--- config.mk ---
export PLATFORM = sky130hd
export DESIGN_NAME = pef_regs
export DESIGN_NICKNAME = d
export VERILOG_FILES = /design/src/hw/rtl/pef_pkg.sv /design/src/hw/rtl/pef_regs.sv
export SDC_FILE = /design/constraint.sdc
export NUM_CORES = 1
export LEC_CHECK = 0
export BUFFER_PORTS_ARGS = -buffer_cell sky130_fd_sc_hd__buf_2
export CAP_MARGIN = 20
export CORE_UTILIZATION = 46
export DETAILED_ROUTE_END_ITERATION = 8
export GPL_ROUTABILITY_DRIVEN = 0
export PLACE_DENSITY_LB_ADDON = 0.08
export SLEW_MARGIN = 20
export SYNTH_ARGS = -nofsm -noshare
export SYNTH_HDL_FRONTEND = slang
export SYNTH_SLANG_ARGS = --single-unit
--- constraint.sdc ---
create_clock -name clk -period 16.57 [get_ports clk]
set_input_delay 3.314 -clock clk [delete_from_list [all_inputs] [get_ports clk]]
set_output_delay 3.314 -clock clk [all_outputs]
set_load 0.02 [all_outputs]
--- src/hw/rtl/pef_pkg.sv ---
// shared widths, register codes, pipeline control bundle and saturation helper
package pef_pkg;

	// fixed field widths
	localparam int unsigned COORD_W    = 32;
	localparam int unsigned FRICTION_W = 24;
	localparam int unsigned SPEED_W    = 24;
	localparam int unsigned DT_W       = 16;
	localparam int unsigned ALPHA_W    = 8;

	// default fraction bits of the fixed-point format
	localparam int unsigned FRAC_BITS_DEF = 16;

	// configuration port
	localparam int unsigned APB_DATA_W = 32;
	localparam int unsigned APB_ADDR_W = 5;

	// pipeline depth, input register to output register
	localparam int unsigned NUM_STAGES = 6;

	// width that every pre-saturation sum is widened to
	localparam int unsigned SAT_W = 72;

	// register index codes
	typedef enum logic [2:0] {
		REG_FORCE_X     = 3'd0,
		REG_FORCE_Y     = 3'd1,
		REG_FORCE_Z     = 3'd2,
		REG_FRICTION    = 3'd3,
		REG_SPEED_SCALE = 3'd4,
		REG_TIME_STEP   = 3'd5
	} pef_reg_t;

	// per-stage load enables and the live flag where the arithmetic needs it
	typedef struct packed {
		logic [NUM_STAGES-1:0] en;
		logic                  live_s3;
		logic                  live_s5;
	} pef_ctl_t;

	// clamp a wide signed value to the signed 32-bit range
	function automatic logic signed [COORD_W-1:0] sat32(input logic signed [SAT_W-1:0] x);
		logic in_range;
		in_range = (&x[SAT_W-1:COORD_W-1]) || !(|x[SAT_W-1:COORD_W-1]);
		if (in_range) begin
			return x[COORD_W-1:0];
		end else if (x[SAT_W-1]) begin
			return {1'b1, {(COORD_W-1){1'b0}}};
		end else begin
			return {1'b0, {(COORD_W-1){1'b1}}};
		end
	endfunction

endpackage

--- src/hw/rtl/pef_regs.sv ---
// configuration registers with the derived step and alpha fade
module pef_regs import pef_pkg::*; #(
	parameter int unsigned FRAC_BITS = FRAC_BITS_DEF
) (
	input  logic                                       clk,
	input  logic                                       arst_n,
	input  logic                                       psel,
	input  logic                                       penable,
	input  logic                                       pwrite,
	input  logic [APB_ADDR_W-1:0]                      paddr,
	input  logic [APB_DATA_W-1:0]                      pwdata,
	output logic [APB_DATA_W-1:0]                      prdata,
	output logic signed [COORD_W-1:0]                  force_x,
	output logic signed [COORD_W-1:0]                  force_y,
	output logic signed [COORD_W-1:0]                  force_z,
	output logic [FRICTION_W-1:0]                      friction,
	output logic [SPEED_W+DT_W-FRAC_BITS-1:0]          step,
	output logic [SPEED_W+DT_W-FRAC_BITS+ALPHA_W-1:0]  fade
);

	localparam int unsigned STEP_W = SPEED_W + DT_W - FRAC_BITS;
	localparam int unsigned FADE_W = STEP_W + ALPHA_W;
	localparam int unsigned SDT_W  = SPEED_W + DT_W;
	localparam logic [SPEED_W-1:0] SPEED_RST = SPEED_W'(64'd1 << FRAC_BITS);

	logic signed [COORD_W-1:0] force_x_q;
	logic signed [COORD_W-1:0] force_y_q;
	logic signed [COORD_W-1:0] force_z_q;
	logic [FRICTION_W-1:0]     friction_q;
	logic [SPEED_W-1:0]        speed_q;
	logic [DT_W-1:0]           dt_q;
	logic [STEP_W-1:0]         step_q;
	logic [FADE_W-1:0]         fade_q;
	logic [SDT_W-1:0]          sdt_prod;
	logic [FADE_W-1:0]         fade_prod;
	logic                      wr_en;
	pef_reg_t                  reg_idx;

	assign wr_en   = psel && penable && pwrite;
	assign reg_idx = pef_reg_t'(paddr[APB_ADDR_W-1:2]);

	// register writes
	always_ff @(posedge clk or negedge arst_n) begin
		if (!arst_n) begin
			force_x_q  <= '0;
			force_y_q  <= '0;
			force_z_q  <= '0;
			friction_q <= '0;
			speed_q    <= SPEED_RST;
			dt_q       <= '0;
		end else if (wr_en) begin
			unique case (reg_idx)
				REG_FORCE_X:     force_x_q  <= pwdata;
				REG_FORCE_Y:     force_y_q  <= pwdata;
				REG_FORCE_Z:     force_z_q  <= pwdata;
				REG_FRICTION:    friction_q <= pwdata[FRICTION_W-1:0];
				REG_SPEED_SCALE: speed_q    <= pwdata[SPEED_W-1:0];
				REG_TIME_STEP:   dt_q       <= pwdata[DT_W-1:0];
				default: ;
			endcase
		end
	end

	// read mux
	always_comb begin
		unique case (reg_idx)
			REG_FORCE_X:     prdata = force_x_q;
			REG_FORCE_Y:     prdata = force_y_q;
			REG_FORCE_Z:     prdata = force_z_q;
			REG_FRICTION:    prdata = APB_DATA_W'(friction_q);
			REG_SPEED_SCALE: prdata = APB_DATA_W'(speed_q);
			REG_TIME_STEP:   prdata = APB_DATA_W'(dt_q);
			default:         prdata = '0;
		endcase
	end

	// step = (speed * dt) >> FRAC_BITS, then fade = (255 * step) >> FRAC_BITS, one register each
	assign sdt_prod  = SDT_W'(speed_q) * SDT_W'(dt_q);
	assign fade_prod = ({step_q, {ALPHA_W{1'b0}}} - FADE_W'(step_q)) >> FRAC_BITS;

	always_ff @(posedge clk or negedge arst_n) begin
		if (!arst_n) begin
			step_q <= '0;
			fade_q <= '0;
		end else begin
			step_q <= sdt_prod[SDT_W-1:FRAC_BITS];
			fade_q <= fade_prod;
		end
	end

	assign force_x  = force_x_q;
	assign force_y  = force_y_q;
	assign force_z  = force_z_q;
	assign friction = friction_q;
	assign step     = step_q;
	assign fade     = fade_q;

endmodule

; Yosys cells after proc, flatten, opt, wreduce, memory -nomap -nowiden
; Cells that the tools add are included.
[totals]
reg_bits = 200
output_inout_bits = 208
[op_classes]
add_sub_neg = 1
n_mul = 1
n_eq_ne = 5
muxes = 1
reduce_logical = 9
[op_table]
columns = cell, count
row1 = 32-bit case mux with 6 select lines, 1
row2 = 24-bit by 16-bit multiplier with 40-bit output, 1
row3 = 32-bit by 24-bit subtractor with 32-bit output, 1
row4 = 2-bit AND reduction, 6
row5 = "3-bit by 2-bit equality test with 1-bit output, second input constant", 2
row6 = "3-bit equality test, second input constant", 2
row7 = "3-bit by 1-bit equality test with 1-bit output, second input constant", 1
row8 = 3-bit logical NOT, 1
row9 = 1-bit logical AND, 2

; Longest topological paths before layout
[logic_depth]
depth_word = 3
ltp_mapped = 23
depth_no_buf = 22

; Worst setup path before layout
; No wires, ideal clock.
[synth_path]
kind = in2out
from = input paddr[3]
to = output prdata[17]
arrival_ns = 5.033
t_required_ns = 13.256
path_slack_ns = 8.223
cell_stages = 6
n_path_buf = 4
cell_sequence = clkbuf_1 -> clkbuf_1 -> buf_1 -> buf_2 -> a31oi_1 -> o22ai_1
[synth_between]
elab_chain_len = 2
word_cells_on_any_way = 7
classes_between = 5 x eq/ne / 1 x mux / 1 x reduce/logical
[synth_lines]
columns = item, line
row1 = "start, declared", pef_regs.sv:10  ; input logic [APB_ADDR_W-1:0] paddr,
row2 = 3-bit equality test (tied with other cells), pef_regs.sv:66  ; unique case (reg_idx)
row3 = 32-bit case mux with 6 select lines *, pef_regs.sv:66
row4 = "end, declared", pef_regs.sv:12  ; output logic [APB_DATA_W-1:0] prdata,
; Every way passes the cells marked *; elsewhere a longest branch is shown, timed or not.

; Final worst setup path
[layout_path]
from = input paddr[2]
to = output prdata[18]
; Same word-level chain as after synthesis.

==> metrics <==
RSZ-0062 raised after global routing=no; post_cts resized=0; Clock Path Buffers=2; die area=46,500 µm²; total vias in the final route=15,000; critical path required time=13.26 ns; IO buf count=231; Mapped Cells=2,081; Worst Path Arrival=5.41 ns; min Tclk post-route=8.73 ns; crit path max fanout=64; CP max stage cell=nor2b_1; post-route clock skew=0.0232 ns; combinational share of power=70.8%; FP Rows=77; drt first pass iters=5; TNS Setup=0 ns; DR DRC count=0; final WL=57.2 mm; slew margin rel.=22.7%; CTS tree=built; pwr/cell area=189 nW/µm²; flip-flop and latch area=5010 µm²; NetSw=2.26 mW; core area=44,600 µm²; critical-path cell list=buf_2, buf_4, nor2b_1, a22oi_1, o21ai_0, buf_2; worst skew pair latency=0.50 ns; prevailing post-synth register cell=dfrtp_1; Filler cells=4,101; H-tree depth=4; Crit path top cell by count=buf_2; Reg clk slew, reported paths=0.08 ns; f_max=0.115 GHz; Post-synth EDFFs=0; Mapped Area=21,000 µm²; commonest non-fill, non-tap cell in the layout=inv_1; register share of total power=18.9%; Synth cell types=61; HPWL after DPL=41.3 mm; total grt overflow=0; CP max stage delay=0.75 ns; syn_area_per_cell=10.1 µm²; Root Driver=clkbuf_16; clock sink count=200; WL per Instance=20.0 µm; Post-synth ARST share=100%; share of cells above drive strength 1=21.2%; final worst path period share=52.7%; Worst path top cell family by delay=buffers and inverters; maxcap violations=0; sequential fraction of the synthesis area=23.8%; antenna cell count=0; min-delay worst type=flip-flop to flip-flop; Cell Count, Final, Fillers Out=2,859; commonest cells after routing, fill and taps aside=363 x inv_1, 305 x fa_1, 265 x nand2_1; Static Leak=11.7 nW; Area Growth Syn to Fin=11.2%; CTS buffer count=17; Int Pwr=2.14 mW; Hold Vio Cnt, Final=0; Die X=216 µm; Worst-Margin Slew=1.16 ns; sw frac=51.4%; die height=216 µm; GRT met1 Usage=34.8%; Starting Density=47.1%; first-pass GRT wire length=92.1 mm; multi-input logic area=14,200 µm²; antenna violations before repair=1; power consumption=4.40 mW; Max Transition Viols Final=0; hold_buf cts=0; met2 usage=41.4%; I/O pin total=250; met3 Track Usage GR=6.60%; most used routing layer=met2; Starting DRT DRC Count=708; post-route ant nets=0; placed cell count=2,826; Crit Path Class=primary input to output port; Setup crit start kind=primary input; vias in the first global route=16,400; vias per std cell=5.26; flops & latches, synth=200; pin count of the biggest net entering global routing=131; number of nets in the layout=2,726; status=finished clean; Ys Warns=0; CP endpoint kind=output port; setup violators final=0; Setup Buffers After CTS=0; worst path bufs/invs=3; overall routing resource usage=25.8%; clock network fraction of total power=10.3%; Max rail drop VDD=0.000161 V
routing by layer:
layer	routed length (µm)	up-vias
met4	1020	2
li1	-	6810
met5	10	-
met1	25400	7658
met3	4520	73
met2	26300	501
final timing paths:
path	slack, ns	depth (start not counted)	endpoint	start
worst max register to register	9.65	19	step[22]	dt_q[1]
worst min-delay path	0.50	1	fade[12]	step[20]
worst max-delay path	7.84	6	prdata[18]	paddr[2]
min in group asynchronous	2.67	1	step[1]	arst_n
max in group asynchronous	12.10	3	dt_q[13]	arst_n
worst min register to register	0.50	1	fade[12]	step[20]
Yosys cell counts (3+ instances only):
cell type  count  area, µm²
xor2_1        14        123
xnor2_1       28        245
nor3_1         5       25.0
mux4_2         5        113
nor4_1         3       18.8
inv_1        363       1360
buf_1         11       41.3
o21ai_0       20        100
buf_2         12       60.1
a21o_1        14        105
nand4_1        5       31.3
nand2b_1       6       37.5
buf_4         16        120
nor2b_1       11       68.8
dfrtp_1      199       4980
nand3_1        6       30.0
clkbuf_1      82        308
fa_1         305       6110
and3_1         8       50.1
o211ai_1       4       30.0
mux2_2       162       1820
o22ai_1       15       93.8
nor2_1        64        240
nand2_1      265        995
and2_1       153        957
a2111oi_0      3       26.3
a31oi_1       14       87.6
mux2i_1       43        430
a21oi_1       67        335
ha_1         125       1560
a211oi_1      10       75.1
a22oi_1        8       60.1
flip-flops by register name, indices dropped and copies added (netlist names):
name,cells
dt_q,16
force_x,32
fade,16
force_y,32
friction,24
speed_q,24
step,24
force_z,32
stage by stage:
step / utilization (%) / setup slack [ns] / instance area, µm² / hold WS (ns)
6_report: 52.3 / 7.84 / 23300 / 0.497
2_1_floorplan: - / 8.22 / 21100 / 0.570
4_1_cts: 52.3 / 7.81 / 23300 / 0.505
5_1_grt: 52.3 / 7.63 / 23300 / 0.532
3_5_place_dp: 50.8 / 7.82 / 22700 / 0.493
3_3_place_gp: 50.8 / 7.86 / 22700 / 0.486
kinds of logic after synthesis:
family                   count (synthesis)  share of synthesized area [%]
adder cells (fa/ha/maj)                430                           36.5
flip-flops                             200                           23.8
buffers and inverters                  485                           9.03
AO/OA/AOI/OAI                          175                           5.41
multiplexers                           211                           11.3
AND/OR/NAND/NOR                        537                           12.1
XOR/XNOR                                42                           1.75
other                                    1                         0.0179
power groups by stage:
stage	combinational (mW)	clock (mW)	sequential, mW
after floorplan	2.21	0	0.860
after global placement	3.05	0	0.833
after detailed placement	3.11	0	0.836
after CTS	3.13	0.467	0.827
after global routing	3.54	0.486	0.848
final	3.12	0.454	0.830
worst reg2reg max path, delay by kind of cell (launching register included):
kind | cells | cell delay [ns]
and+or+nand+nor | 3 | 0.44
xor gates and xnor gates | 1 | 0.15
adders and majority gates | 7 | 3.40
DFF | 1 | 1.12
buffers and inverters | 3 | 0.14
AOI/OAI and AO/OA | 5 | 1.62
final cells by class:
type                       count  share of cell area (%)
inverter                     363                    5.84
multi-input combinational   1411                    60.7
tap                          592                    3.17
timing repair buffer         261                    6.05
clock inverter                15                   0.959
clock buffer                  17                    1.82
sequential                   200                    21.4
(Power assumes the default switching activity.)
