File: src/hw/rtl/pef_pkg.sv
// shared widths, register codes, pipeline control bundle and saturation helper
package pef_pkg;

	// fixed field widths
	localparam int unsigned COORD_W    = 32;
	localparam int unsigned FRICTION_W = 24;
	localparam int unsigned SPEED_W    = 24;
	localparam int unsigned DT_W       = 16;
	localparam int unsigned ALPHA_W    = 8;

	// default fraction bits of the fixed-point format
	localparam int unsigned FRAC_BITS_DEF = 16;

	// configuration port
	localparam int unsigned APB_DATA_W = 32;
	localparam int unsigned APB_ADDR_W = 5;

	// pipeline depth, input register to output register
	localparam int unsigned NUM_STAGES = 6;

	// width that every pre-saturation sum is widened to
	localparam int unsigned SAT_W = 72;

	// register index codes
	typedef enum logic [2:0] {
		REG_FORCE_X     = 3'd0,
		REG_FORCE_Y     = 3'd1,
		REG_FORCE_Z     = 3'd2,
		REG_FRICTION    = 3'd3,
		REG_SPEED_SCALE = 3'd4,
		REG_TIME_STEP   = 3'd5
	} pef_reg_t;

	// per-stage load enables and the live flag where the arithmetic needs it
	typedef struct packed {
		logic [NUM_STAGES-1:0] en;
		logic                  live_s3;
		logic                  live_s5;
	} pef_ctl_t;

	// clamp a wide signed value to the signed 32-bit range
	function automatic logic signed [COORD_W-1:0] sat32(input logic signed [SAT_W-1:0] x);
		logic in_range;
		in_range = (&x[SAT_W-1:COORD_W-1]) || !(|x[SAT_W-1:COORD_W-1]);
		if (in_range) begin
			return x[COORD_W-1:0];
		end else if (x[SAT_W-1]) begin
			return {1'b1, {(COORD_W-1){1'b0}}};
		end else begin
			return {1'b0, {(COORD_W-1){1'b1}}};
		end
	endfunction

endpackage

File: src/hw/rtl/pef_ctrl.sv
// valid bits, stage enables and the alpha fade path
module pef_ctrl import pef_pkg::*; #(
	parameter int unsigned FRAC_BITS = FRAC_BITS_DEF
) (
	input  logic                                       clk,
	input  logic                                       arst_n,
	input  logic                                       in_valid,
	output logic                                       in_stall,
	output logic                                       out_valid,
	input  logic                                       out_stall,
	input  logic [ALPHA_W-1:0]                         alpha,
	input  logic                                       last_particle,
	input  logic [SPEED_W+DT_W-FRAC_BITS+ALPHA_W-1:0]  fade,
	output pef_ctl_t                                   ctl,
	output logic [ALPHA_W-1:0]                         new_alpha,
	output logic                                       expired,
	output logic                                       last_out
);

	localparam int unsigned FADE_W = SPEED_W + DT_W - FRAC_BITS + ALPHA_W;
	localparam int unsigned LAST   = NUM_STAGES - 1;

	logic [NUM_STAGES-1:0] vld_s;
	logic [NUM_STAGES-1:0] en;
	logic [ALPHA_W-1:0]    alpha_s [NUM_STAGES];
	logic [NUM_STAGES-1:0] last_s;
	logic [LAST-1:0]       live_s;
	logic                  expired_s6;
	logic                  fade_hit;

	// a stage loads when it is empty or the next one loads
	always_comb begin
		en[LAST] = !vld_s[LAST] || !out_stall;
		for (int k = LAST - 1; k >= 0; k--) begin
			en[k] = !vld_s[k] || en[k+1];
		end
	end

	// valid bits
	always_ff @(posedge clk or negedge arst_n) begin
		if (!arst_n) begin
			vld_s <= '0;
		end else begin
			if (en[0]) begin
				vld_s[0] <= in_valid;
			end
			for (int k = 1; k < NUM_STAGES; k++) begin
				if (en[k]) begin
					vld_s[k] <= vld_s[k-1];
				end
			end
		end
	end

	// fade compare for the last stage
	assign fade_hit = fade >= FADE_W'(alpha_s[LAST-1]);

	// alpha, last and live flags travel with the item
	always_ff @(posedge clk) begin
		if (en[0]) begin
			alpha_s[0] <= alpha;
			last_s[0]  <= last_particle;
			live_s[0]  <= alpha != '0;
		end
		for (int k = 1; k < LAST; k++) begin
			if (en[k]) begin
				alpha_s[k] <= alpha_s[k-1];
				last_s[k]  <= last_s[k-1];
				live_s[k]  <= live_s[k-1];
			end
		end
		if (en[LAST]) begin
			last_s[LAST] <= last_s[LAST-1];
			expired_s6   <= live_s[LAST-1] && fade_hit;
			if (live_s[LAST-1] && fade_hit) begin
				alpha_s[LAST] <= '0;
			end else if (live_s[LAST-1]) begin
				alpha_s[LAST] <= alpha_s[LAST-1] - fade[ALPHA_W-1:0];
			end else begin
				alpha_s[LAST] <= alpha_s[LAST-1];
			end
		end
	end

	assign ctl.en      = en;
	assign ctl.live_s3 = live_s[2];
	assign ctl.live_s5 = live_s[4];

	assign in_stall  = !en[0];
	assign out_valid = vld_s[LAST];
	assign new_alpha = alpha_s[LAST];
	assign expired   = expired_s6;
	assign last_out  = last_s[LAST];

endmodule

File: config.mk
export PLATFORM = sky130hd
export DESIGN_NAME = pef_ctrl
export DESIGN_NICKNAME = d
export VERILOG_FILES = /design/src/hw/rtl/pef_pkg.sv /design/src/hw/rtl/pef_ctrl.sv
export SDC_FILE = /design/constraint.sdc
export NUM_CORES = 1
export LEC_CHECK = 0
export ABC_AREA = 1
export BUFFER_PORTS_ARGS = -buffer_cell sky130_fd_sc_hd__buf_4
export CAP_MARGIN = 5
export CORE_MARGIN = 2
export CORE_UTILIZATION = 57
export CTS_CLUSTER_SIZE = 30
export DETAILED_ROUTE_END_ITERATION = 8
export GPL_ROUTABILITY_DRIVEN = 0
export HOLD_SLACK_MARGIN = 0.15
export MAX_ROUTING_LAYER = met4
export PLACE_DENSITY = 0.84
export SETUP_SLACK_MARGIN = 0.05
export SYNTH_ARGS = -nofsm -noshare
export SYNTH_HDL_FRONTEND = slang
export SYNTH_SLANG_ARGS = --single-unit
File: constraint.sdc
create_clock -name clk -period 5.3 [get_ports clk]
set_input_delay 1.59 -clock clk [delete_from_list [all_inputs] [get_ports clk]]
set_output_delay 1.59 -clock clk [all_outputs]
set_load 0.005 [all_outputs]
# Yosys cells after proc, flatten, opt, wreduce, memory -nomap -nowiden
# Memories as Yosys holds them, arrays and structs flattened.
# Index checks and enable logic that the tools add are counted.
# totals
regBits	18
latchBits	0
ramBits	48
mem_bits_ro	0
n_memories	1
# memory_table
name	depth	word_bits	rd	rd_clocked_by_memory_dff	wr	line_no	source
alpha_s	6	8	6	0	6	pef_ctrl.sv:25	logic [ALPHA_W-1:0] alpha_s [NUM_STAGES];
# op_classes
addsub	1
mul	0
n_div	0
n_lt_le_gt_ge	1
n_eq_ne	0
n_shift	0
muxes	23
bitwise	2
n_reduce_logical	16
# op_table
cell	count
$ge A32 B8 Y1	1
$mux W1	21
$mux W8	2
$logic_not A1 Y1	8
$reduce_bool A8 Y1	1
$sub A8 B8 Y8	1
$logic_or A1 B1 Y1	6
$or A1 B1 Y1	2
$logic_and A1 B1 Y1	1

# Depth between registers and ports, before layout
# Gate-level depths: netlist of run 1.
# logic_depth
word_depth	9
mapped_depth	12
depth_no_buf	12

# Worst setup path after synthesis of run 1
# OpenSTA, ideal clock, no wires.
# synth_timing
kind	input to output
start	input out_stall
end	output ctl[3] (netlist name)
arrival_ns	2.698
t_required_ns	3.710
setup_slack_ns	1.012
cell_stages	9
path_buffers	0
path_cell_list	nand2_2 nor2_2 inv_2 nor2_2 inv_2 nor2_2 inv_2 nor2_4 inv_1
# synth_lines
item	line_no	source
from (decl)	pef_ctrl.sv:10	input logic out_stall,
to (decl)	pef_ctrl.sv:14	output pef_ctl_t ctl,

# Final worst setup path of run 1
# layout_timing
start	input out_stall
end	output in_stall
# layout_via
elab_chain_cells	8
# layout_rtl
item	line_no	source
$logic_not A1 Y1	pef_ctrl.sv:33	en[LAST] = !vld_s[LAST] || !out_stall;
$logic_or A1 B1 Y1	pef_ctrl.sv:33	
$logic_or A1 B1 Y1 (5 in a row)	pef_ctrl.sv:35	en[k] = !vld_s[k] || en[k+1];
$logic_not A1 Y1	pef_ctrl.sv:89	assign in_stall = !en[0];
to (decl)	pef_ctrl.sv:8	output logic in_stall,
# No other way between the ends.

==> results_dict.tcl, run 1 <==
set metrics [dict create \
    status "finished, final reports clean" \
    synth_seq_area_share 0.695 \
    yosysUniqueCellTypes 27 \
    antenna_cells 0 \
    gr-max-usage-layer "met2" \
    finalWirelength_mm 4.48 \
    min_period_over_period 0.829 \
    clockPowerShare 0.318 \
    fmax_mhz 228 \
    synth_top_area_frac 0.641 \
    grt_pass1_vias 1761 \
    die_w_um 74.2 \
    cts_hold_buf 0 \
    track_usage 0.189 \
    grt_util_met3 0.0623 \
    critical_path.slowest_cell "nand2_2" \
    cts_setup_buffers 0 \
    die_area_um2 5510 \
    grt_first_pass_wirelength_mm 7.20 \
    rows 25 \
    synthTopCellsByArea "edfxtp_1, ha_1, dfrtp_1" \
    vias_per_cell 4.81 \
    final_layout_size_suffix_gt1_frac 0.303 \
    drv_cap 0 \
    slowest_delay_ns 0.18 \
    cts_resized 0 \
    leakage_uw 0.00162 \
    antenna_found_initial 0 \
    finalHoldViolCount 0 \
    synth_enable_flop_cells 60 \
    grt_use_met2 0.330 \
    syn_area_um2 2810 \
    async_flop_share 0.0909 \
    numCtsBuffers 9 \
    firstDrtPassIters 4 \
    min_path_type "reg -> reg" \
    postSynthAreaPerCell_um2 12.6 \
    drt_iter0_drc 87 \
    synth_cells 223 \
    nets 360 \
    ir_worst_vdd_v 0.000243 \
    gr-total-overflow 0 \
    tightest_slew_ns 0.315 \
    drc_errors 0 \
    fp.dieH_um 74.2 \
    path_class "in -> out" \
    clock_skew_ns 0.00676 \
    use_met1 0.180 \
    synth_fp_nets 284 \
    clock-sinks 66 \
    p_comb_frac 0.164 \
    clk_path_buf_depth 2 \
    initial_core_util 0.595 \
    finalSetupViolCount 0 \
    ys_ff_latch 66 \
    slew_violations 0 \
    worst-path-max-fanout 13 \
    slew_headroom 0.789 \
    crit_path_frequent_cell "inv_2" \
    yosysMostFrequentCell "edfxtp_1" \
    setup.worst_path.end_class "output pin" \
    p_int_uw 1020 \
    grt_start_max_net_pins 14 \
    power_density_nw_per_um2 371 \
    required_ns 3.71 \
    switchingPower_uw 316 \
    yosys-top-cells-count "edfxtp_1, nand2_1, inv_1" \
    fin_tns_setup_ns 0 \
    io_buffers 64 \
    p_seq_frac 0.518 \
    wl_per_cell_um 12.1 \
    dp_hpwl_mm 3.48 \
    path_clk_slew_ns 0.06 \
    cts_tree "done" \
    fin_util 0.760 \
    yosys_warnings 0 \
    areaGrowthSynthToFinish_pct 27.7 \
    htree_levels 3 \
    worst_ep_arrival_time_ns 2.80 \
    fp.coreArea_um2 4720 \
    cts-root-buf "clkbuf_8" \
    io_pins 65 \
    switching_share 0.237 \
    startpoint_type "primary input" \
    synth-main-ff-cell "edfxtp_1" \
    num_vias 1783 \
    worstSkewPairLatency_ns 0.33 \
    ant_nets 0 \
    rsz0062_at_grt "false" \
    synth_top_cell_by_area "edfxtp_1" \
    period_needed_ns 4.39 \
    crit_path_cell_trace "buf_4, nand2_2, nor2_2, inv_2, nor2_2, inv_2, nor2_2, inv_2, nor2_4, nand2_2, inv_2, buf_4" \
]
-- worst max-delay path: cells and delay by family --
family	cells	cell delay [ns]
and+or+nand+nor	6	0.69
buffers and inverters	6	0.51
-- metrics by stage --
stage | setup WS [ns] | hold slack, ns | power (uW) | instances | area (um2)
2_1_floorplan | 1.01 | 0.400 | 825 | 223 | 2810
3_3_place_gp | 0.955 | 0.400 | 906 | 355 | 3380
3_5_place_dp | 0.907 | 0.405 | 920 | 355 | 3380
4_1_cts | 0.888 | 0.420 | 1350 | 371 | 3590
5_1_grt | 0.717 | 0.426 | 1400 | 371 | 3590
6_report | 0.905 | 0.415 | 1330 | 371 | 3590
-- placed cells by master, fill, tap and decap left out, types with 4 or more instances in the layout --
cell type and count:
a21oi_1 6, buf_4 67, clkbuf_8 12, dfrtp_1 6, edfxtp_1 60, ha_1 15, inv_1 32, inv_2 4
nand2_1 36, nand3_1 10, nor2_1 23, o21bai_1 6
-- worst paths after layout --
kind,cells after the start,endpoint,from,slack (ns)
worst min register to register,0,last_s[5]$_DFFE_PN_,last_s[4]$_DFFE_PP_,0.41
min in group asynchronous,1,vld_s[0]$_DFFE_PN0N_,arst_n,1.06
worst min-delay path,0,last_s[5]$_DFFE_PN_,last_s[4]$_DFFE_PP_,0.41
max in group asynchronous,1,vld_s[4]$_DFFE_PN0P_,arst_n,4.12
worst max register to register,8,alpha_s[5][7]$_DFFE_PP_,alpha_s[4][5]$_DFFE_PP_,3.37
worst max-delay path,12,in_stall,out_stall,0.91
-- cells by family after synthesis --
group                    after synthesis  synth area share
AO/OA/AOI/OAI                         14            0.0321
flip-flops                            66             0.695
XOR/XNOR                               4            0.0125
buffers and inverters                 38            0.0534
AND/OR/NAND/NOR                       85             0.134
adder cells (fa/ha/maj)               16            0.0739
-- area by class of cell --
class                      instances  area (um2)
multi-input combinational        119         708
timing repair buffer              67         503
sequential                        66        1950
clock buffer                      14         173
fill                             325        1130
tap                               67        83.8
inverter                          36         135
clock inverter                     2        35.0
-- registers in the layout, indices dropped and copies added (netlist names) --
register / flops
alpha_s: 48
last_s: 6
vld_s: 6
live_s: 5
expired: 1
-- power by group through the flow --
stage | clock [uW] | combinational, uW | sequential (uW)
final | 423 | 219 | 691
after global routing | 457 | 246 | 698
after CTS | 435 | 220 | 692
after detailed placement | 0 | 218 | 702
after global placement | 0 | 209 | 697
after floorplan | 0 | 132 | 693
-- routing by layer --
layer | vias to the layer above | part of all wire | wire length (um)
li1 | 890 | - | -
met1 | 814 | 0.36 | 1610
met2 | 63 | 0.54 | 2420
met4 | 0 | 0.032 | 142
met5 | - | 0 | 0
met3 | 16 | 0.068 | 303
Power figures use the tool's default switching activity.
==> inputs of run 2 (changes only) <==
--- a/config.mk
+++ b/config.mk
@@ -5,17 +5,17 @@
 export SDC_FILE = /design/constraint.sdc
 export NUM_CORES = 1
 export LEC_CHECK = 0
-export ABC_AREA = 1
+export ABC_AREA = 0
 export BUFFER_PORTS_ARGS = -buffer_cell sky130_fd_sc_hd__buf_4
 export CAP_MARGIN = 5
 export CORE_MARGIN = 2
-export CORE_UTILIZATION = 57
+export CORE_UTILIZATION = 53
 export CTS_CLUSTER_SIZE = 30
 export DETAILED_ROUTE_END_ITERATION = 8
 export GPL_ROUTABILITY_DRIVEN = 0
 export HOLD_SLACK_MARGIN = 0.15
 export MAX_ROUTING_LAYER = met4
-export PLACE_DENSITY = 0.84
+export PLACE_DENSITY = 0.79
 export SETUP_SLACK_MARGIN = 0.05
 export SYNTH_ARGS = -nofsm -noshare
 export SYNTH_HDL_FRONTEND = slang
==> constraint.sdc (replaced) <==
create_clock -name clk -period 4.4 [get_ports clk]
set_input_delay 1.32 -clock clk [delete_from_list [all_inputs] [get_ports clk]]
set_output_delay 1.32 -clock clk [all_outputs]
set_load 0.005 [all_outputs]
==> run 2 against run 1 <==
  * Utilization down 6.8 points
  * Cell area down 3.4%
  * Synthesized cell count shrank 17%
  * Critical path type unchanged
  * Clock-buffer cell count unchanged
  * Power increased by 13%
==> results_dict.tcl, run 2 <==
set metrics [dict create \
    io_pins 65 \
    postSynthAreaPerCell_um2 14.7 \
    slew_violations 0 \
    synth-simple-area-share 0.101 \
    crit_path_frequent_cell "buf_4" \
    clock_skew_ns 0.00811 \
    drc_errors 0 \
    synth_enable_flop_cells 60 \
    clock-sinks 66 \
    crit_start "out_stall" \
    timing.rr.start "alpha_s[4][0]$_DFFE_PP_" \
    ir_worst_vdd_v 0.000262 \
    tightest_slew_ns 0.663 \
    vias_per_cell 4.88 \
    synth_compound_area_frac 0.0480 \
    fin_cells 335 \
    die_area_um2 5700 \
    final_common_cell "buf_4" \
    finalHoldViolCount 0 \
    finalSetupViolCount 0 \
    most-common-layout-cells "buf_4, edfxtp_1, inv_1" \
    clk_path_buf_depth 2 \
    min_period_over_period 0.838 \
    worstSkewPairLatency_ns 0.33 \
    grt_start_max_net_pins 14 \
    synth_fp_nets 245 \
    cts_tree "done" \
    yosys-top-cells-count "edfxtp_1, inv_1, nand2_1" \
    synth-main-ff-cell "edfxtp_1" \
    antenna_found_initial 0 \
    power_density_nw_per_um2 434 \
    fp.coreArea_um2 5010 \
    synthTopCellsByArea "edfxtp_1, ha_1, dfrtp_1" \
    largestRegisters "alpha_s: 48 flops, last_s: 6 flops, vld_s: 6 flops" \
    die_w_um 75.5 \
    status "finished, final reports clean" \
    synthAdderAreaFrac 0.0767 \
    setup.worst_path.end_class "output pin" \
    largest_register_ffs 48 \
    fin_tns_setup_ns 0 \
    dp_hpwl_mm 3.31 \
    synth_top_cell_by_area "edfxtp_1" \
    num_vias 1634 \
    cts_resized 0 \
    regMostFlops "alpha_s" \
    fp.dieH_um 75.5 \
    crit_path_cell_trace "buf_4, nand3_1, nor2_1, nand2_1, buf_4" \
    yosysMostFrequentCell "edfxtp_1" \
    grt_first_pass_wirelength_mm 6.33 \
    muxShareOfSynthArea 0 \
    numCtsBuffers 9 \
    antenna_cells 0 \
    async_flop_share 0.0909 \
    firstDrtPassIters 4 \
    path_clk_slew_ns 0.07 \
    reg2regPathDepth 9 \
    worstReg2RegEnd "alpha_s[5][6]$_DFFE_PP_" \
    r2r_slack_ns 2.25 \
    synth-xor-area-share 0.0194 \
    drv_cap 0 \
    worst-path-max-fanout 12 \
    gr-total-overflow 0 \
    fmax_mhz 271 \
    grt_pass1_vias 1547 \
    yosysUniqueCellTypes 27 \
    slowest_delay_ns 0.36 \
    synth_top_area_frac 0.665 \
    synth_top_family_by_area "simple AND/OR/NAND/NOR gates" \
    endpoint "ctl[4]" \
    critical_path.slowest_cell "nand2_1" \
    rsz0062_at_grt "false" \
    p_total_uw 1500 \
    cts-root-buf "clkbuf_8" \
    period_needed_ns 3.69 \
    nets 321 \
    syn_area_um2 2710 \
    wl_per_cell_um 12.7 \
    required_ns 3.08 \
    worst_ep_arrival_time_ns 2.37 \
    htree_levels 3 \
    io_buffers 64 \
    yosys_warnings 0 \
    leakage_uw 0.00144 \
    startpoint_type "primary input" \
    ant_nets 0 \
    dp_cells 319 \
    finalWirelength_mm 4.24 \
    initial_core_util 0.541 \
    areaGrowthSynthToFinish_pct 28.0 \
    cts_setup_buffers 0 \
    cts_hold_buf 0 \
    ys_ff_latch 66 \
    final_layout_size_suffix_gt1_frac 0.321 \
    path_class "in -> out" \
    rows 26 \
    drt_iter0_drc 59 \
    synth_seq_area_share 0.721 \
    slew_headroom 0.558 \
    track_usage 0.162 \
    min_path_type "reg -> reg" \
    synth_cells 184 \
]
run 2: cell types whose count changed after synthesis, sizes merged, moves of 6 or more:
cell	before	now
inv	36	21
nor2	27	6
o21bai	6	0
nand2	38	19
o21ai	0	11
nand3	10	3
run 2: critical path, delay by kind of cell:
kind | cells | cell delay [ns]
buffers and inverters | 2 | 0.35
and+or+nand+nor | 3 | 0.69
run 2: layout make-up:
cell class,instances,area [um2]
clock buffers,14,173
clock inverters,2,10.0
fillers,365,1540
inverters,21,78.8
multi-input cells,95,663
flip-flops and latches,66,1950
well taps,70,87.6
repair buffers,67,503
run 2: cell families (layout without fill, tap and decap cells):
kind of cell | Yosys count | after routing
simple gates | 49 | 49
compound gates | 24 | 24
fa+ha+maj | 16 | 16
buf+inv | 23 | 104
flops | 66 | 66
xor+xnor | 6 | 6
run 2: how the worst min path moves through the flow:
stage / depth (start not counted) / to / from / slack [ns]
finish: 0 / alpha_s[3][1]$_DFFE_PP_ / alpha_s[2][1]$_DFFE_PP_ / 0.41
global route: 0 / alpha_s[1][7]$_DFFE_PP_ / alpha_s[0][7]$_DFFE_PN_ / 0.42
CTS: 0 / live_s[1]$_DFFE_PP_ / live_s[0]$_DFFE_PN_ / 0.42
detailed placement: 0 / alpha_s[3][0]$_DFFE_PP_ / alpha_s[2][0]$_DFFE_PP_ / 0.40
global placement: 0 / alpha_s[3][0]$_DFFE_PP_ / alpha_s[2][0]$_DFFE_PP_ / 0.40
floorplan: 0 / alpha_s[1][0]$_DFFE_PP_ / alpha_s[0][0]$_DFFE_PN_ / 0.40
run 2: where the power goes:
group          internal, uW  switching [uW]  leakage, uW
clock network           249             204    0.0000965
logic                   104             120     0.000680
registers               794            32.7     0.000664
run 2: metal layers:
metal / routed length (um) / vias up / share of wire / track usage
li1: - / 810 / - / -
met1: 1510 / 752 / 0.36 / 0.159
met2: 2280 / 65 / 0.54 / 0.289
met3: 398 / 7 / 0.094 / 0.0556
met4: 55 / 0 / 0.013 / 0.0702
met5: 0 / - / 0 / -
run 2: stage by stage:
| stage | worst slack [ns] | hold WS, ns | util | instance area (um2) |
|---|---|---|---|---|
| 2_1_floorplan | 0.501 | 0.400 | - | 2710 |
| 3_3_place_gp | 0.749 | 0.400 | 0.656 | 3280 |
| 3_5_place_dp | 0.706 | 0.405 | 0.656 | 3280 |
| 4_1_cts | 0.708 | 0.417 | 0.692 | 3470 |
| 5_1_grt | 0.579 | 0.420 | 0.692 | 3470 |
| 6_report | 0.711 | 0.414 | 0.692 | 3470 |
==> inputs of run 3 (changes only) <==
--- a/config.mk
+++ b/config.mk
@@ -9,13 +9,13 @@
 export BUFFER_PORTS_ARGS = -buffer_cell sky130_fd_sc_hd__buf_4
 export CAP_MARGIN = 5
 export CORE_MARGIN = 2
-export CORE_UTILIZATION = 53
+export CORE_UTILIZATION = 48
 export CTS_CLUSTER_SIZE = 30
 export DETAILED_ROUTE_END_ITERATION = 8
 export GPL_ROUTABILITY_DRIVEN = 0
 export HOLD_SLACK_MARGIN = 0.15
 export MAX_ROUTING_LAYER = met4
-export PLACE_DENSITY = 0.79
+export PLACE_DENSITY = 0.76
 export SETUP_SLACK_MARGIN = 0.05
 export SYNTH_ARGS = -nofsm -noshare
 export SYNTH_HDL_FRONTEND = slang
==> constraint.sdc (replaced) <==
create_clock -name clk -period 3.15 [get_ports clk]
set_input_delay 0.945 -clock clk [delete_from_list [all_inputs] [get_ports clk]]
set_output_delay 0.945 -clock clk [all_outputs]
set_load 0.005 [all_outputs]
==> run 3 against run 2 <==
  * Critical path depth grew 1
  * First-iteration DRC count shrank 17%
  * Clock-buffer cell count stayed put
  * Largest cell class unchanged
  * Cell count grew 1.2%
  * Setup slack worse by 0.27 ns
==> results_dict.tcl, run 3 (synthesis gave the netlist of run 2 again) <==
set metrics [dict create \
    status "finished, final reports clean" \
    clock-sinks 66 \
    setup_slack_ns 0.440 \
    min_period_over_period 0.860 \
    nets 323 \
    cts_tree "done" \
    wl_per_cell_um 12.4 \
    worst_ep_arrival_time_ns 1.77 \
    grt_pass1_vias 1641 \
    io_buffers 64 \
    period_needed_ns 2.71 \
    reg2regPathDepth 9 \
    hold_slack_ns 0.409 \
    largestRegisters "alpha_s: 48 flops, last_s: 6 flops, vld_s: 6 flops" \
    antenna_found_initial 0 \
    dp_hpwl_mm 3.22 \
    cts_setup_buffers 0 \
    finalSetupViolCount 0 \
    switching_share 0.241 \
    clockPowerShare 0.277 \
    slew_headroom 0.537 \
    drc_errors 0 \
    worst-path-max-fanout 4 \
    drv_cap 0 \
    num_vias 1638 \
    path_class "in -> out" \
    vias_per_cell 4.83 \
    finalHoldViolCount 0 \
    rows 27 \
    drt_iter0_drc 49 \
    largest_register_ffs 48 \
    nFillCells 429 \
    switchingPower_uw 491 \
    clock_skew_ns 0.00713 \
    startpoint_type "primary input" \
    path_clk_slew_ns 0.06 \
    die_area_um2 6260 \
    tightest_slew_ns 0.695 \
    fp.coreArea_um2 5470 \
    htree_levels 3 \
    grt_first_pass_wirelength_mm 6.64 \
    antenna_cells 0 \
    fin_util 0.632 \
    gr-total-overflow 0 \
    regMostFlops "alpha_s" \
    place_ws_ns 0.455 \
    track_usage 0.148 \
    die_w_um 79.1 \
    setup.worst_path.end_class "output pin" \
    numCtsBuffers 9 \
    power_density_nw_per_um2 588 \
    grt_start_max_net_pins 13 \
    wl_met3_um 394 \
    worstSkewPairLatency_ns 0.33 \
    fmax_mhz 369 \
    ir_worst_vdd_v 0.000386 \
    min_path_type "in -> async" \
    cts-root-buf "clkbuf_8" \
    initial_core_util 0.495 \
    io_pins 65 \
    rsz0062_at_grt "false" \
    required_ns 2.20 \
    leakage_uw 0.00143 \
    final_common_cell "buf_4" \
    cts_hold_buf 0 \
    m1WireLength_mm 1.58 \
    p_int_uw 1540 \
    clk_path_buf_depth 2 \
    most-common-layout-cells "buf_4, edfxtp_1, inv_1" \
    slew_violations 0 \
    wl_met2_mm 2.16 \
    topRoutingLayerUsed "met4" \
    p_comb_frac 0.156 \
    areaGrowthSynthToFinish_pct 27.7 \
    p_total_uw 2030 \
    ant_nets 0 \
    firstDrtPassIters 4 \
    cts_resized 0 \
    p_seq_frac 0.567 \
    final_layout_size_suffix_gt1_frac 0.315 \
    finalWirelength_mm 4.19 \
    fp.dieH_um 79.1 \
    fin_tns_setup_ns 0 \
]
run 3: cell count changes in the layout (fill, tap and decap cells not counted):
cell,delta
clkbuf_1,+3
clkbuf_8,-3
clkinv_2,-1
clkinv_1,+1
nand3_1,-1
buf_4,+2
nand3_2,+1
run 3: final timing paths:
path / from / end / slack [ns]
worst max register to register: alpha_s[4][0]$_DFFE_PP_ / alpha_s[5][6]$_DFFE_PP_ / 1.01
max in group asynchronous: arst_n / vld_s[0]$_DFFE_PN0N_ / 2.62
worst max-delay path: out_stall / in_stall / 0.44
min in group clk: alpha_s[2][0]$_DFFE_PP_ / alpha_s[3][0]$_DFFE_PP_ / 0.41
worst min register to register: alpha_s[2][0]$_DFFE_PP_ / alpha_s[3][0]$_DFFE_PP_ / 0.41
worst min-delay path: arst_n / vld_s[5]$_DFFE_PN0N_ / 0.41
run 3: cell type report:
type                            count  area [um2]  area share
Tap cell                           72        90.1      0.0260
Timing Repair Buffer               69         518       0.150
Inverter                           21        78.8      0.0228
Clock buffer                       14         143      0.0412
Clock inverter                      2        8.76     0.00253
Multi-Input combinational cell     95         668       0.193
Sequential cell                    66        1950       0.564
run 3: per-stage QoR:
step / area, um2 / cells
after floorplan: 2710 / 184
after global placement: 3310 / 323
after detailed placement: 3310 / 323
after CTS: 3460 / 339
after global routing: 3460 / 339
final: 3460 / 339
run 3: power by group through the flow:
stage,registers [uW],logic [uW],clock network [uW]
after floorplan,1160,188,0
after global placement,1160,311,0
after detailed placement,1170,318,0
after CTS,1150,319,584
after global routing,1170,356,624
final,1150,317,563
run 3: per-layer routing:
layer | track usage | vias to the layer above
li1 | - | 817
met1 | 0.141 | 748
met2 | 0.260 | 68
met3 | 0.0466 | 5
met4 | 0.0931 | 0
met5 | - | -
run 3: worst max-delay path: stages:
cell,delay (ns)
buf_4,0.10
nand3_2,0.06
nor2_1,0.25
nand4_1,0.21
inv_1,0.09
buf_4,0.10
